$ cat src/rtl/core/jfc_pkg.sv
// ---------------------------------------------------------------------------
// Joint friction compensation package
// Types and constants shared by the lanes, the merge stage and the top level.
// ---------------------------------------------------------------------------
package jfc_pkg;

  localparam int NumJoints = 3;
  localparam int AngleW    = 32;
  localparam int CoefW     = 16;
  localparam int CfgIdxW   = 3;
  localparam int CfgDataW  = 48;
  localparam int InDataW   = NumJoints * AngleW;
  localparam int OutDataW  = 2 * NumJoints * AngleW;

  localparam logic [CoefW-1:0] FRIC_SCALE_RESET = 16'd4096;

  // Register indexes of the configuration port.
  typedef enum logic [CfgIdxW-1:0] {
    REG_VISC_POS   = 3'd0,
    REG_VISC_NEG   = 3'd1,
    REG_COUL_POS   = 3'd2,
    REG_COUL_NEG   = 3'd3,
    REG_DB_SLOPE   = 3'd4,
    REG_THRESH     = 3'd5,
    REG_FRIC_SCALE = 3'd6
  } cfg_reg_t;

  // Coefficients of one joint, each a Q4.12 lane of the packed registers.
  typedef struct packed {
    logic [CoefW-1:0] visc_pos;
    logic [CoefW-1:0] visc_neg;
    logic [CoefW-1:0] coul_pos;
    logic [CoefW-1:0] coul_neg;
    logic [CoefW-1:0] slope;
    logic [CoefW-1:0] thresh;
  } lane_coef_t;

  // Control from the top level to each lane.
  typedef struct packed {
    logic start;
    logic ack;
  } lane_ctrl_t;

  // Finished result of one lane.
  typedef struct packed {
    logic [AngleW-1:0] torque;
    logic [AngleW-1:0] vel;
  } lane_res_t;

endpackage

$ cat src/rtl/core/jfc_merge.sv
// ---------------------------------------------------------------------------
// Joint friction compensation merge stage
// Collects the three lane results into the registered output transaction.
// ---------------------------------------------------------------------------
module jfc_merge (
  input  logic                                clk,
  input  logic                                rst_n,
  input  logic        [jfc_pkg::NumJoints-1:0] lane_done,
  input  jfc_pkg::lane_res_t                  lane_res [jfc_pkg::NumJoints],
  input  logic                                out_tready,
  output logic                                out_tvalid,
  output logic        [jfc_pkg::OutDataW-1:0] out_tdata,
  output logic                                lane_ack
);

  localparam int JointW = jfc_pkg::AngleW;
  localparam int VelOfs = jfc_pkg::NumJoints * JointW;

  logic                          out_valid_r;
  logic [jfc_pkg::OutDataW-1:0]  out_data_r;
  logic [jfc_pkg::OutDataW-1:0]  packed_res;
  logic                          load;

  // Torques in the low half, velocities above, joint one lowest.
  always_comb begin
    packed_res = '0;
    for (int j = 0; j < jfc_pkg::NumJoints; j++) begin
      packed_res[j*JointW +: JointW]          = lane_res[j].torque;
      packed_res[VelOfs + j*JointW +: JointW] = lane_res[j].vel;
    end
  end

  // Load when every lane has finished and the output register is free.
  assign load = (&lane_done) && (!out_valid_r || out_tready);

  always_ff @(posedge clk) begin
    if (!rst_n) begin
      out_valid_r <= 1'b0;
    end else begin
      if (load) begin
        out_valid_r <= 1'b1;
        out_data_r  <= packed_res;
      end else if (out_tready) begin
        out_valid_r <= 1'b0;
      end
    end
  end

  assign out_tvalid = out_valid_r;
  assign out_tdata  = out_data_r;
  assign lane_ack   = load;

endmodule

$ cat config.mk
export PLATFORM = sky130hd
export DESIGN_NAME = jfc_merge
export DESIGN_NICKNAME = d
export VERILOG_FILES = /design/src/rtl/core/jfc_pkg.sv /design/src/rtl/core/jfc_merge.sv
export SDC_FILE = /design/constraint.sdc
export NUM_CORES = 1
export LEC_CHECK = 0
export BUFFER_PORTS_ARGS = -buffer_cell sky130_fd_sc_hd__buf_4
export CELL_PAD_IN_SITES_DETAIL_PLACEMENT = 1
export CELL_PAD_IN_SITES_GLOBAL_PLACEMENT = 1
export CORE_AREA = 2 2 154 156
export CTS_BUF_LIST = sky130_fd_sc_hd__clkbuf_8
export DETAILED_ROUTE_END_ITERATION = 8
export DIE_AREA = 0 0 156 158
export PLACE_DENSITY = 0.7
export SYNTH_ARGS = -nofsm -noshare
export SYNTH_HDL_FRONTEND = slang
export SYNTH_SLANG_ARGS = --single-unit
$ cat constraint.sdc
create_clock -name clk -period 24.9 [get_ports clk]
set_input_delay 1.245 -clock clk [delete_from_list [all_inputs] [get_ports clk]]
set_output_delay 1.245 -clock clk [all_outputs]
set_load 0.01 [all_outputs]
# Yosys cells after proc, flatten, opt, wreduce, memory -nomap -nowiden

Index checks and enable logic that the tools add are counted.
Widths: inputs -> output; s select.

Register bits after elaboration: 193
Word-level logic and storage cells: 10

Multiplexer cells: 2
Reductions and logical operators: 6

Operators with widths:

| operator          | count |
|---|---|
| $reduce_and 3->1  | 1 |
| $mux 1            | 2 |
| $reduce_and 2->1  | 1 |
| $reduce_bool 2->1 | 1 |
| $logic_and 1x1->1 | 1 |
| $logic_not 1->1   | 1 |
| $logic_or 1x1->1  | 1 |

# Depth between registers and ports, before layout

Word-level depth: 4
Gate-level depth with buffers: 2
Depth with buffers taken out: 2

# Worst setup path after synthesis

OpenSTA, ideal clock, no wires.

Path kind: input port to flip-flop
Start: input lane_done[2] in the netlist's numbering
End: register out_data_r (netlist bit out_tdata[0]) (enable)
Data arrival time: 8,661 ps
Required time: 24,192 ps
Path slack: 15,531 ps
Stages: 2
Buffers on the path: 0
Path through: nand3_2 nor3b_2

Cells in the longest elaborated chain, start to end: 3

RTL lines:

| what                              | line            | RTL |
|---|---|---|
| from (decl)                       | jfc_merge.sv:8  | `input logic [jfc_pkg::NumJoints-1:0] lane_done,` |
| $reduce_and 3->1                  | jfc_merge.sv:34 | `assign load = (&lane_done) && (!out_valid_r \|\| out_tready);` |
| $logic_and 1x1->1                 | jfc_merge.sv:34 |  |
| $reduce_and 2->1 (no source line) | -               |  |
| to (signal assigned)              | jfc_merge.sv:42 | `out_data_r <= packed_res;` |
| to (decl)                         | jfc_merge.sv:20 | `logic [jfc_pkg::OutDataW-1:0] out_data_r;` |

Every way passes these cells.
A chain may end at the register's enable or synchronous reset.

# Worst setup path after layout

Start: input out_tready
End: output lane_ack

Cells in the longest elaborated chain, start to end: 2

RTL lines:

| what              | line            | RTL |
|---|---|---|
| from (decl)       | jfc_merge.sv:10 | `input logic out_tready,` |
| $logic_or 1x1->1  | jfc_merge.sv:34 |  |
| $logic_and 1x1->1 | jfc_merge.sv:34 |  |
| to (decl)         | jfc_merge.sv:13 | `output logic lane_ack` |

Every way passes these cells.

==> qor_table.md <==
| Parameter | This run | Unit |
|:---|:---|:---|
| Number of enable flip-flop cells after synthesis | 192 | - |
| Die span in y | 158 | um |
| Initial cell density of the core | 25.3 | % |
| Number of maximum-capacitance constraint violations | 0 | - |
| CTS hold repair buffers | 0 | - |
| Antenna violations before repair | 1 | - |
| Most used DFF post-synth | sky130_fd_sc_hd__edfxtp_1 | - |
| Post-Syn Area per Cell | 29.4 | sq um |
| Floorplan die width | 156 | um |
| Number of port buffers | 391 | - |
| DR DRC count | 0 | - |
| CTS H-Tree Depth | 4 | - |
| Total power draw | 0.000596 | W |
| Later-pin clock latency in the skew report | 0.46 | ns |
| CTS root buffer | sky130_fd_sc_hd__clkbuf_8 | - |
| Post-synthesis register bit count | 193 | - |
| Crit Path Max Fanout | 2 | - |
| Cell types occupying the most area after synthesis | sky130_fd_sc_hd__edfxtp_1, sky130_fd_sc_hd__dfxtp_1, sky130_fd_sc_hd__nor2b_4 | - |
| Peak VDD IR | 30.2 | uV |
| Clock skew after layout | 0.0218 | ns |
| Mapped Area | 5840 | sq um |
| Leading cell type by number of instances after synthesis | sky130_fd_sc_hd__edfxtp_1 | - |
| Total congestion overflow after global routing | 0 | - |
| Synth async-reset ratio | 0 | % |
| Cell type contributing the most total cell area after synthesis | sky130_fd_sc_hd__edfxtp_1 | - |
| Worst relative slew slack | 31.5 | % |
| Leakage power summed over all cells | 3.85 | nW |
| Weighted congestion reported at the end of routability-driven placement | 0.777 | - |
| Routed WL per cell | 18.6 | um |
| Core occupancy in the finished layout | 41.4 | % |
| Vias/cell | 4.01 | - |
| Setup TNS | 0 | ns |
| Area used by sequential logic in the layout | 5790 | sq um |
| Tightest hold margin | 0.532 | ns |
| Period Utilization, post-route | 11.9 | % |
| Adder and majority gate portion of the synthesized area | 0 | % |
| Result of the run | completed | - |
| Ordered cell list for the critical path | buf_4, nor2b_4, nor2_1, buf_4 | - |
| Max-slew violation count | 0 | - |
| Data arrival time at the worst-slack endpoint | 1.71 | ns |
| Category of the worst setup path launch point | input port | - |
| Crit. End Element | output pin | - |
| Post-Synthesis Net Count | 397 | - |
| Vias in the first global route | 3976 | - |
| Setup violations, final | 0 | - |
| Synth top area share | 98.7 | % |
| Transition time at the pin with the least slew margin | 1.03 | ns |
| Number of placement rows | 56 | - |
| Post-synthesis cell type count | 8 | - |
| Area growth from synthesis to layout | 63.2 | % |
| Met1 wire length | 6050 | um |
| Slowest cell on the critical path | sky130_fd_sc_hd__nor2b_4 | - |
| Area enclosed by the die boundary | 24600 | sq um |
| Slowest stage delay, CP | 0.14 | ns |
| Hold Violations, Final | 0 | - |
| Mux share of post-synthesis cell area | 0 | % |
| Number of standard cells after synthesis | 199 | - |
| Count of instances resized after the clock tree is built | 0 | - |
| Top achievable clock speed | 338 | MHz |
| Unrepaired setup endpoints after global routing | no | - |
| Area of combinational cells with multiple inputs | 63.8 | sq um |
| Global-route wire length before repair | 23300 | um |
| First DRT Iteration DRCs | 180 | - |
| YS warnings | 0 | - |
| Highest Signal Layer | met5 | - |
| Post-layout nets | 811 | - |
| Clock tree from TritonCTS | done | - |
| HPWL after DPL | 13300 | um |
| Area of all placed cells without fillers | 9530 | sq um |
| # IOs | 392 | - |
| Type of the worst setup path | in -> out | - |
| Core area | 23100 | sq um |
| Clk slew on worst S/H paths | 0.12 | ns |
| Post-CTS Setup Bufs | 0 | - |
| Sink Count | 193 | - |
| Met2 Routed Length | 8880 | um |
| Number of optimization iterations in the first detailed-route pass | 4 | - |
| Diodes inserted | 0 | - |
| Area of placed instances | 9180 | sq um |
| Wirelength, routed | 17100 | um |
| Compound-cell area share of the yosys netlist | 0.193 | % |
| DR vias | 3669 | - |
| Simple-gate share of the synthesized area | 0.792 | % |
| Type of the tightest min-delay check | reg -> reg | - |
| Post-layout min period | 2.96 | ns |
| Fraction of synthesized cell area in xor and xnor cells | 0 | % |
| Power density of the placed cells | 62.5 | nW/um^2 |
| Detailed route wirelength on metal3 | 1820 | um |
| Most frequent cell on the critical path | sky130_fd_sc_hd__buf_4 | - |
| Layout filler cell count | 2338 | - |
| Combinational family with the most area after synthesis | simple AND/OR/NAND/NOR gates | - |
| Pin count of the biggest net entering global routing | 81 | - |
| Critical path data required time | 23.65 | ns |
| Antenna Violating Nets Remaining | 0 | - |
| Total clock buffers created by CTS | 17 | - |
| Longest Clk Path Bufs | 2 | - |
| Seq/Total Area, Yosys | 99.0 | % |
| Global routing usage summed across all routing layers | 13.1 | % |
| Layout cell share with drive strength beyond 1 | 68.4 | % |
-- critical path: cells and delay by family --
kind / cells / cell delay [ns]
buffers and inverters: 2 / 0.26
AND/OR/NAND/NOR: 2 / 0.21
-- power by group --
group	switching, W	internal [W]	total (W)
clock network	0.000119	0.0000723	0.000191
registers	0.00000167	0.000364	0.000366
logic	0.0000133	0.0000258	0.0000391
total	0.000134	0.000462	0.000596
-- layout by cell type (no fill, tap or decap), drive strengths merged --
cell,count
a21boi,1
buf,395
clkbuf,17
clkinv,5
clkinvlp,1
dfxtp,1
edfxtp,192
inv,9
nand2b,1
nand3,1
nor2,1
nor2b,1
nor3b,1
-- registers in the layout, summed over array words and instances (netlist names) --
| name | count |
|---|---|
| out_tvalid | 1 |
| out_tdata | 192 |
-- logic make-up (layout without fill, tap and decap cells) --
group | Yosys count | count (layout)
AOI/OAI and AO/OA | 1 | 1
buffers and inverters | 0 | 427
DFF | 193 | 193
and+or+nand+nor | 5 | 5
-- through the flow --
step,worst slack [ns],cells
after CTS,21.94,916
final,21.94,916
after global placement,21.73,884
after detailed placement,21.59,884
after global routing,21.91,916
after floorplan,15.53,199
-- path summary, 6_finish.rpt --
path              start      endpoint  slack (ns)  cells after the start
max reg2reg  out_tvalid  out_tdata[7]       22.58                      4
min reg2reg  out_tvalid    out_tvalid        0.53                      2
max          out_tready      lane_ack       21.94                      4
min          out_tvalid    out_tvalid        0.53                      2
-- per-layer routing --
metal | GRT usage, % | vias to the layer above
li1 | - | 1634
met1 | 14.1 | 1780
met2 | 22.4 | 230
met3 | 6.00 | 23
met4 | 5.37 | 2
met5 | 0 | -
-- area by class of cell --
cell class / count / share of cell area [%]
flip-flops and latches: 193 / 60.7
repair buffers: 395 / 31.1
well taps: 290 / 3.81
clock buffers: 17 / 2.45
clock inverters: 15 / 1.29
multi-input cells: 6 / 0.669
(Power assumes the default switching activity.)
