<file path="src/rtl/core/jfc_pkg.sv">
// ---------------------------------------------------------------------------
// Joint friction compensation package
// Types and constants shared by the lanes, the merge stage and the top level.
// ---------------------------------------------------------------------------
package jfc_pkg;

  localparam int NumJoints = 3;
  localparam int AngleW    = 32;
  localparam int CoefW     = 16;
  localparam int CfgIdxW   = 3;
  localparam int CfgDataW  = 48;
  localparam int InDataW   = NumJoints * AngleW;
  localparam int OutDataW  = 2 * NumJoints * AngleW;

  localparam logic [CoefW-1:0] FRIC_SCALE_RESET = 16'd4096;

  // Register indexes of the configuration port.
  typedef enum logic [CfgIdxW-1:0] {
    REG_VISC_POS   = 3'd0,
    REG_VISC_NEG   = 3'd1,
    REG_COUL_POS   = 3'd2,
    REG_COUL_NEG   = 3'd3,
    REG_DB_SLOPE   = 3'd4,
    REG_THRESH     = 3'd5,
    REG_FRIC_SCALE = 3'd6
  } cfg_reg_t;

  // Coefficients of one joint, each a Q4.12 lane of the packed registers.
  typedef struct packed {
    logic [CoefW-1:0] visc_pos;
    logic [CoefW-1:0] visc_neg;
    logic [CoefW-1:0] coul_pos;
    logic [CoefW-1:0] coul_neg;
    logic [CoefW-1:0] slope;
    logic [CoefW-1:0] thresh;
  } lane_coef_t;

  // Control from the top level to each lane.
  typedef struct packed {
    logic start;
    logic ack;
  } lane_ctrl_t;

  // Finished result of one lane.
  typedef struct packed {
    logic [AngleW-1:0] torque;
    logic [AngleW-1:0] vel;
  } lane_res_t;

endpackage

</file>
<file path="src/rtl/core/jfc_lane.sv">
// ---------------------------------------------------------------------------
// Joint friction compensation lane
// Velocity estimate, averaging filter and friction torque for one joint.
// ---------------------------------------------------------------------------
module jfc_lane (
  input  logic                              clk,
  input  logic                              rst_n,
  input  jfc_pkg::lane_ctrl_t               ctrl,
  input  logic        [jfc_pkg::AngleW-1:0] angle,
  input  jfc_pkg::lane_coef_t               coef,
  input  logic        [jfc_pkg::CoefW-1:0]  scale,
  output logic                              done,
  output jfc_pkg::lane_res_t                res
);

  localparam logic [20:0] DIV3_RECIP = 21'd683;

  typedef enum logic [2:0] {
    S_IDLE,
    S_DIV,
    S_VEL,
    S_MUL,
    S_SCALE,
    S_SAT,
    S_DONE
  } state_t;

  state_t             state_r;
  logic               done_r;
  logic signed [31:0] prev_r;
  logic signed [31:0] hist1_r;
  logic signed [31:0] hist2_r;
  logic               neg_r;
  logic        [47:0] mag_r;
  logic        [47:0] quot_r;
  logic        [1:0]  rem_r;
  logic        [1:0]  cnt_r;
  logic signed [31:0] vel_r;
  logic signed [15:0] coef_sel_r;
  logic signed [19:0] off_r;
  logic signed [47:0] prod_r;
  logic signed [53:0] scaled_r;
  logic        [31:0] torque_r;

  logic signed [43:0] diff_ext;
  logic signed [43:0] raw;
  logic signed [44:0] sum;
  logic        [44:0] sum_mag;
  logic        [9:0]  step_hi;
  logic        [9:0]  step_lo;
  logic signed [31:0] vel_sat;
  logic signed [32:0] vel_ext;
  logic signed [32:0] thr_ext;
  logic               br_pos;
  logic               br_neg;
  logic signed [47:0] prod;
  logic signed [36:0] u_sum;
  logic signed [53:0] scaled;
  logic signed [53:0] shifted;
  logic        [31:0] torque_sat;

  // One digit of a long division by three: remainder and byte in, digit and
  // remainder out. The reciprocal multiply is exact for values below 768.
  function automatic logic [9:0] div3_step(input logic [1:0] r, input logic [7:0] b);
    logic [9:0]  v;
    logic [20:0] p;
    logic [7:0]  q;
    logic [9:0]  t;
    v = {r, b};
    p = 21'(v) * DIV3_RECIP;
    q = p[18:11];
    t = v - 10'(q) * 10'd3;
    return {q, t[1:0]};
  endfunction

  // Raw velocity times 1000 plus both history terms.
  always_comb begin
    diff_ext = 44'($signed(angle)) - 44'(prev_r);
    raw      = diff_ext * 44'sd1000;
    sum      = 45'(raw) + 45'(hist1_r) + 45'(hist2_r);
    sum_mag  = sum[44] ? 45'(-sum) : 45'(sum);
  end

  // Two quotient bytes per cycle, most significant first.
  always_comb begin
    step_hi = div3_step(rem_r, mag_r[47:40]);
    step_lo = div3_step(step_hi[1:0], mag_r[39:32]);
  end

  // Restore the sign, saturate and pick the friction branch.
  always_comb begin
    if (!neg_r) begin
      vel_sat = (quot_r > 48'h7FFF_FFFF) ? 32'sh7FFF_FFFF : $signed(quot_r[31:0]);
    end else begin
      vel_sat = (quot_r > 48'h8000_0000) ? 32'sh8000_0000 : $signed(-quot_r[31:0]);
    end
    vel_ext = 33'(vel_sat);
    thr_ext = $signed({13'b0, coef.thresh, 4'b0});
    br_pos  = (vel_ext >= thr_ext);
    br_neg  = (vel_ext <= -thr_ext);
  end

  // Coefficient product, offset, global scale and torque saturation.
  always_comb begin
    prod    = 48'(coef_sel_r) * 48'(vel_r);
    u_sum   = 37'(prod_r >>> 12) + 37'(off_r);
    scaled  = 54'(u_sum) * 54'($signed({1'b0, scale}));
    shifted = scaled_r >>> 12;
    if (shifted > 54'sd2147483647) begin
      torque_sat = 32'h7FFF_FFFF;
    end else if (shifted < -54'sd2147483648) begin
      torque_sat = 32'h8000_0000;
    end else begin
      torque_sat = shifted[31:0];
    end
  end

  // Lane sequencer with its registered outputs.
  always_ff @(posedge clk) begin
    if (!rst_n) begin
      state_r <= S_IDLE;
      done_r  <= 1'b0;
      prev_r  <= '0;
      hist1_r <= '0;
      hist2_r <= '0;
      cnt_r   <= '0;
    end else begin
      unique case (state_r)
        S_IDLE: begin
          if (ctrl.start) begin
            prev_r  <= $signed(angle);
            neg_r   <= sum[44];
            mag_r   <= {3'b0, sum_mag};
            quot_r  <= '0;
            rem_r   <= '0;
            cnt_r   <= '0;
            state_r <= S_DIV;
          end
        end
        S_DIV: begin
          mag_r  <= mag_r << 16;
          quot_r <= {quot_r[31:0], step_hi[9:2], step_lo[9:2]};
          rem_r  <= step_lo[1:0];
          cnt_r  <= cnt_r + 2'd1;
          if (cnt_r == 2'd2) begin
            state_r <= S_VEL;
          end
        end
        S_VEL: begin
          vel_r   <= vel_sat;
          hist2_r <= hist1_r;
          hist1_r <= vel_sat;
          if (br_pos) begin
            coef_sel_r <= $signed(coef.visc_pos);
            off_r      <= $signed({coef.coul_pos, 4'b0});
          end else if (br_neg) begin
            coef_sel_r <= $signed(coef.visc_neg);
            off_r      <= $signed({coef.coul_neg, 4'b0});
          end else begin
            coef_sel_r <= $signed(coef.slope);
            off_r      <= '0;
          end
          state_r <= S_MUL;
        end
        S_MUL: begin
          prod_r  <= prod;
          state_r <= S_SCALE;
        end
        S_SCALE: begin
          scaled_r <= scaled;
          state_r  <= S_SAT;
        end
        S_SAT: begin
          torque_r <= torque_sat;
          done_r   <= 1'b1;
          state_r  <= S_DONE;
        end
        S_DONE: begin
          if (ctrl.ack) begin
            done_r  <= 1'b0;
            state_r <= S_IDLE;
          end
        end
        default: begin
          state_r <= S_IDLE;
        end
      endcase
    end
  end

  assign done       = done_r;
  assign res.torque = torque_r;
  assign res.vel    = vel_r;

endmodule

</file>
<file path="config.mk">
export PLATFORM = sky130hd
export DESIGN_NAME = jfc_lane
export DESIGN_NICKNAME = d
export VERILOG_FILES = /design/src/rtl/core/jfc_pkg.sv /design/src/rtl/core/jfc_lane.sv
export SDC_FILE = /design/constraint.sdc
export NUM_CORES = 2
export LEC_CHECK = 0
export BUFFER_PORTS_ARGS = -buffer_cell sky130_fd_sc_hd__buf_2
export CAP_MARGIN = 30
export CORE_AREA = 2 2 452 454
export CTS_BUF_LIST = sky130_fd_sc_hd__clkbuf_8
export DETAILED_ROUTE_END_ITERATION = 8
export DIE_AREA = 0 0 454 456
export PLACE_DENSITY = 0.56
export SLEW_MARGIN = 20
export SYNTH_ARGS = -nofsm -noshare
export SYNTH_HDL_FRONTEND = slang
export SYNTH_SLANG_ARGS = --single-unit
export TNS_END_PERCENT = 100
</file>
<file path="constraint.sdc">
create_clock -name clk -period 20.8 [get_ports clk]
set_clock_uncertainty 0.05 [all_clocks]
set_input_delay 3.12 -clock clk [delete_from_list [all_inputs] [get_ports clk]]
set_output_delay 3.12 -clock clk [all_outputs]
set_load 0.01 [all_outputs]
</file>
# After elaboration in Yosys (flattened, before gate mapping)
# Index checks and enable logic that the tools add are counted.
# totals
output_inout_bits	65
inputBits	148
regBits	403
wordCells	85
# op_classes
n_reduce_logical	13
eq_ne	10
addsub	10
order_cmp	6
multipliers	7
n_mux	22
# ops
operator	count
$pmux 48 s2	2
$mux 32	4
$mux 48	2
$mul 37x17->54	1
$gt 48x31->1 const B	1
$gt 48x32->1 const B	1
$mul 16x32->48	1
$add 44x32->45	1
$add 45x32->45	1
$mux 45	1
$neg 45->45	1
$gt 42x32->1 const B	1
$lt 42x32->1 const B	1
$mul 33x8->41 const B	1
$mux 20	2
$mul 10x10->19 const B	2
$add 36x20->37	1
$le 32x33->1	1
$neg 20->33	1
$sub 32x32->33	1
$ge 32x21->1	1
$mux 16	2
$neg 32->32	1
$pmux 3 s7	1
other kinds (17)	36

# Longest topological paths before layout
# logic_depth
ltp_word	8
depth_mapped	50

# Least setup slack after synthesis
# OpenSTA, ideal clock, no wires.
# synth_timing
path_type	input to register
start	in angle[8] in the netlist's numbering
end	reg mag_r[43], data pin
arrival_time_ns	13.227
setup_ns	0.265
stages	44
n_path_buf	0
path_slack_ns	7.258
cell_sequence	ha_1 -> and3_1 -> and3_1 -> o211ai_1 -> nand3_1 -> nand2b_1 -> a21o_1 -> a21o_1 -> and2_1 -> o21a_1 -> o41ai_1 -> xnor2_1 -> fa_1 -> inv_1 -> fa_1 -> inv_1 -> fa_1 -> inv_1 -> [8 not listed] -> a21boi_0 -> nor2_1 -> o21bai_1 -> a21oi_1 -> xnor2_1 -> fa_1 -> ha_1 -> and4_1 -> a221oi_1 -> o31a_1 -> o21ai_2 -> xor2_1 -> or4b_4 -> or3_4 -> or4_4 -> nor2_1 -> and4_1 -> nor3_1
# synth_via
elab_chain_len	8
# synth_lines
item	line_no	text
start: declaration	jfc_lane.sv:9	input logic [jfc_pkg::AngleW-1:0] angle,
$sub 32x32->33 (*)	jfc_lane.sv:78	diff_ext = 44'($signed(angle)) - 44'(prev_r);
$mul 33x8->41 (*)	jfc_lane.sv:79	raw = diff_ext * 44'sd1000;
$add 44x32->45 (*)	jfc_lane.sv:80	sum = 45'(raw) + 45'(hist1_r) + 45'(hist2_r);
$add 45x32->45 (*)	jfc_lane.sv:80	
$neg 45->45	jfc_lane.sv:81	sum_mag = sum[44] ? 45'(-sum) : 45'(sum);
$mux 45 (*)	jfc_lane.sv:81	
$mux 48 (*)	jfc_lane.sv:130	if (ctrl.start) begin
$pmux 48 s2 (*)	jfc_lane.sv:128	unique case (state_r)
end signal: assignment	jfc_lane.sv:133	mag_r <= {3'b0, sum_mag};
end signal: assignment	jfc_lane.sv:141	mag_r <= mag_r << 16;
end: declaration	jfc_lane.sv:34	logic [47:0] mag_r;
# Every way passes the cells marked *; elsewhere a longest branch is shown, timed or not. The select of a mux whose other input is x is not followed.
# A chain may end at the register's enable or synchronous reset.

# Final worst setup path
# layout_timing
start	in angle[8] in the netlist's numbering
end	reg mag_r[33], data pin
# The elaborated chain is that of the path after synthesis.

==> results.tsv <==
metric	value	unit
outcome	finished clean	
syn_nets	9684	
crit_path_end	mag_r[33]$_DFFE_PP_	
grt_pass1_vias	55300	
synth_flop_cell	edfxtp_1	
synth_edf_count	273	
slew_viol_final	0	
num_vias	51900	
cts.path.max_buffers	3	
yosysSeqAreaShare	14.5	%
startpoint	angle[8]	
drv_cap	0	
clkTransAtPathRegs	0.06	ns
multi_input_area	0.0529	sq mm
startpoint_type	input pin	
nets	9815	
postRouteAntennaNets	0	
path_class	input pin to flip-flop	
worstPathArrival	14.80	ns
routedWlPerCell	17.9	um
boundaryPins	213	
syn_area	0.0705	sq mm
hold_class	flip-flop to flip-flop	
synth_cell_types	98	
post-route-period-util	68.6	%
synthTopCellsByCount	inv_1, fa_1, nand2_1, ha_1, and2_1	
async_flop_share	0	%
ys_seq_elements	375	
synth_top_area_share	35.3	%
layout.area.seq	0.0102	sq mm
core.rowCount	165	
finalSetupTns	0	ns
drive_gt1_share	6.80	%
dr.pass1.iters	5	
critPathMaxFanout	29	
via_per_inst	4.92	
place_hpwl	147000	um
holdWs	0.411	ns
synth_top_area_cell	fa_1	
r2r-end	mag_r[33]$_DFFE_PP_	
max_freq	70.0	MHz
wirelength	189000	um
root_buffer	clkbuf_8	
drc	0	
fillCellCount	20300	
core	0.202	sq mm
grtUsageTotal	18.7	%
cts_resized	0	
cp_slowest_cell	inv_1	
worstMarginPinSlew	1.03	ns
end_kind	flip-flop	
hold_violations	0	
antenna_found_initial	9	
die-area	0.207	sq mm
clock_latency	0.83	ns
cts.sinks	375	
reg2reg_slack	8.60	ns
final.min_clock_period	14.28	ns
synth_most_common_cell	inv_1	
grt_max_degree	69	
drt_first_iter_violations	2842	
cts_buffers	80	
post_synth_main_area_contributors	fa_1, edfxtp_1, ha_1, inv_1, and2_1	
holdBufCountCts	0	
synthCells	7679	
required	21.33	ns
setup-violations-final	0	
synth_warnings	0	
htreeDepth	3	
timing.rr.start	prev_r[8]$_SDFFE_PN0P_	
start_util	34.9	%
cts_setup_buffers	0	
die_y	456	um
syn_area_per_cell	9.18	sq um
max_slew_margin	30.9	%
syn2layout_area_growth	8.56	%
grt_overflow	0	
grt_pass1_wl	307000	um
rr_worst_depth	46	
port_buffers	212	
die_w	454	um
grt_setup_unrepaired	false	
max_stage_delay	0.71	ns
cts_tree	done	
place.gp.congestion	0.856	
==> how the worst min path moves through the flow <==
stage / start / end / slack, ns / cells past startpoint
2_1_floorplan: hist1_r[11]$_SDFFE_PN0P_ / hist2_r[11]$_SDFFE_PN0P_ / 0.39 / 2
4_1_cts: hist1_r[17]$_SDFFE_PN0P_ / hist2_r[17]$_SDFFE_PN0P_ / 0.41 / 2
3_5_place_dp: prev_r[24]$_SDFFE_PN0P_ / prev_r[24]$_SDFFE_PN0P_ / 0.41 / 2
6_report: prev_r[31]$_SDFFE_PN0P_ / prev_r[31]$_SDFFE_PN0P_ / 0.41 / 2
5_1_grt: hist1_r[9]$_SDFFE_PN0P_ / hist2_r[9]$_SDFFE_PN0P_ / 0.43 / 2
3_3_place_gp: hist1_r[18]$_SDFFE_PN0P_ / hist2_r[18]$_SDFFE_PN0P_ / 0.40 / 2
==> metal layers <==
metal | wire, um | track usage, %
met3 | 7140 | 2.00
met5 | 0 | 0
met4 | 7180 | 6.66
met2 | 96900 | 33.2
met1 | 77400 | 23.3
==> registers in the layout, indices dropped and copies added (netlist names) <==
signal / cells
off_r: 16
done: 1
hist1_r: 32
cnt_r: 2
hist2_r: 32
state_r: 3
mag_r: 48
torque_r: 32
quot_r: 48
scaled_r: 42
vel_r: 32
prod_r: 36
rem_r: 2
coef_sel_r: 16
neg_r: 1
prev_r: 32
==> area by class of cell <==
class | instances | share of cell area, %
Timing Repair Buffer | 326 | 2.63
Antenna cell | 7 | 0.0229
Clock inverter | 54 | 0.500
Inverter | 1702 | 8.35
Multi-Input combinational cell | 5325 | 69.1
Clock buffer | 89 | 1.60
Tap cell | 2672 | 4.37
Sequential cell | 375 | 13.4
==> layout by cell type (no fill, tap or decap), drive strengths merged, types with 52 or more instances in the layout <==
cell,count
nor2,285
a21oi,229
o21ai,179
a21boi,71
fa,1241
clkbuf,90
nand3,53
and2,545
a21o,144
ha,616
nor3,65
nand2,901
inv,1722
xor2,113
xnor2,203
dfxtp,102
buf,325
mux2,52
nor2b,53
edfxtp,273
==> kinds of logic (layout without fill, tap and decap cells) <==
family / Yosys count / in the layout / share of synthesized area [%]
buffers and inverters: 1979 / 2171 / 10.6
adders and majority gates: 1859 / 1859 / 46.2
xor gates and xnor gates: 316 / 316 / 3.93
AOI/OAI and AO/OA: 926 / 926 / 8.76
muxes: 55 / 55 / 0.873
DFF: 375 / 375 / 14.5
and+or+nand+nor: 2169 / 2169 / 15.1
other: 0 / 7 / 0
==> stage by stage <==
stage          worst slack (ns)  cell area [sq um]  cells  utilization (%)
2_1_floorplan              7.26              70500   7679                -
3_3_place_gp               5.85              74700  10400             37.0
3_5_place_dp               5.75              74800  10400             37.1
4_1_cts                    6.65              76400  10500             37.9
5_1_grt                    5.83              76500  10600             37.9
6_report                   6.52              76500  10600             37.9
==> worst max-delay path, delay by kind of cell <==
family | cells | cell delay, ns
XOR/XNOR | 3 | 0.68
AO/OA/AOI/OAI | 15 | 3.46
adder cells (fa/ha/maj) | 8 | 3.71
buffers and inverters | 7 | 1.23
multiplexers | 1 | 0.26
AND/OR/NAND/NOR | 12 | 2.31
Power is left out: the tool's default activity adds up to more than one toggle a clock period on the data nets, which glitch-free logic cannot reach.
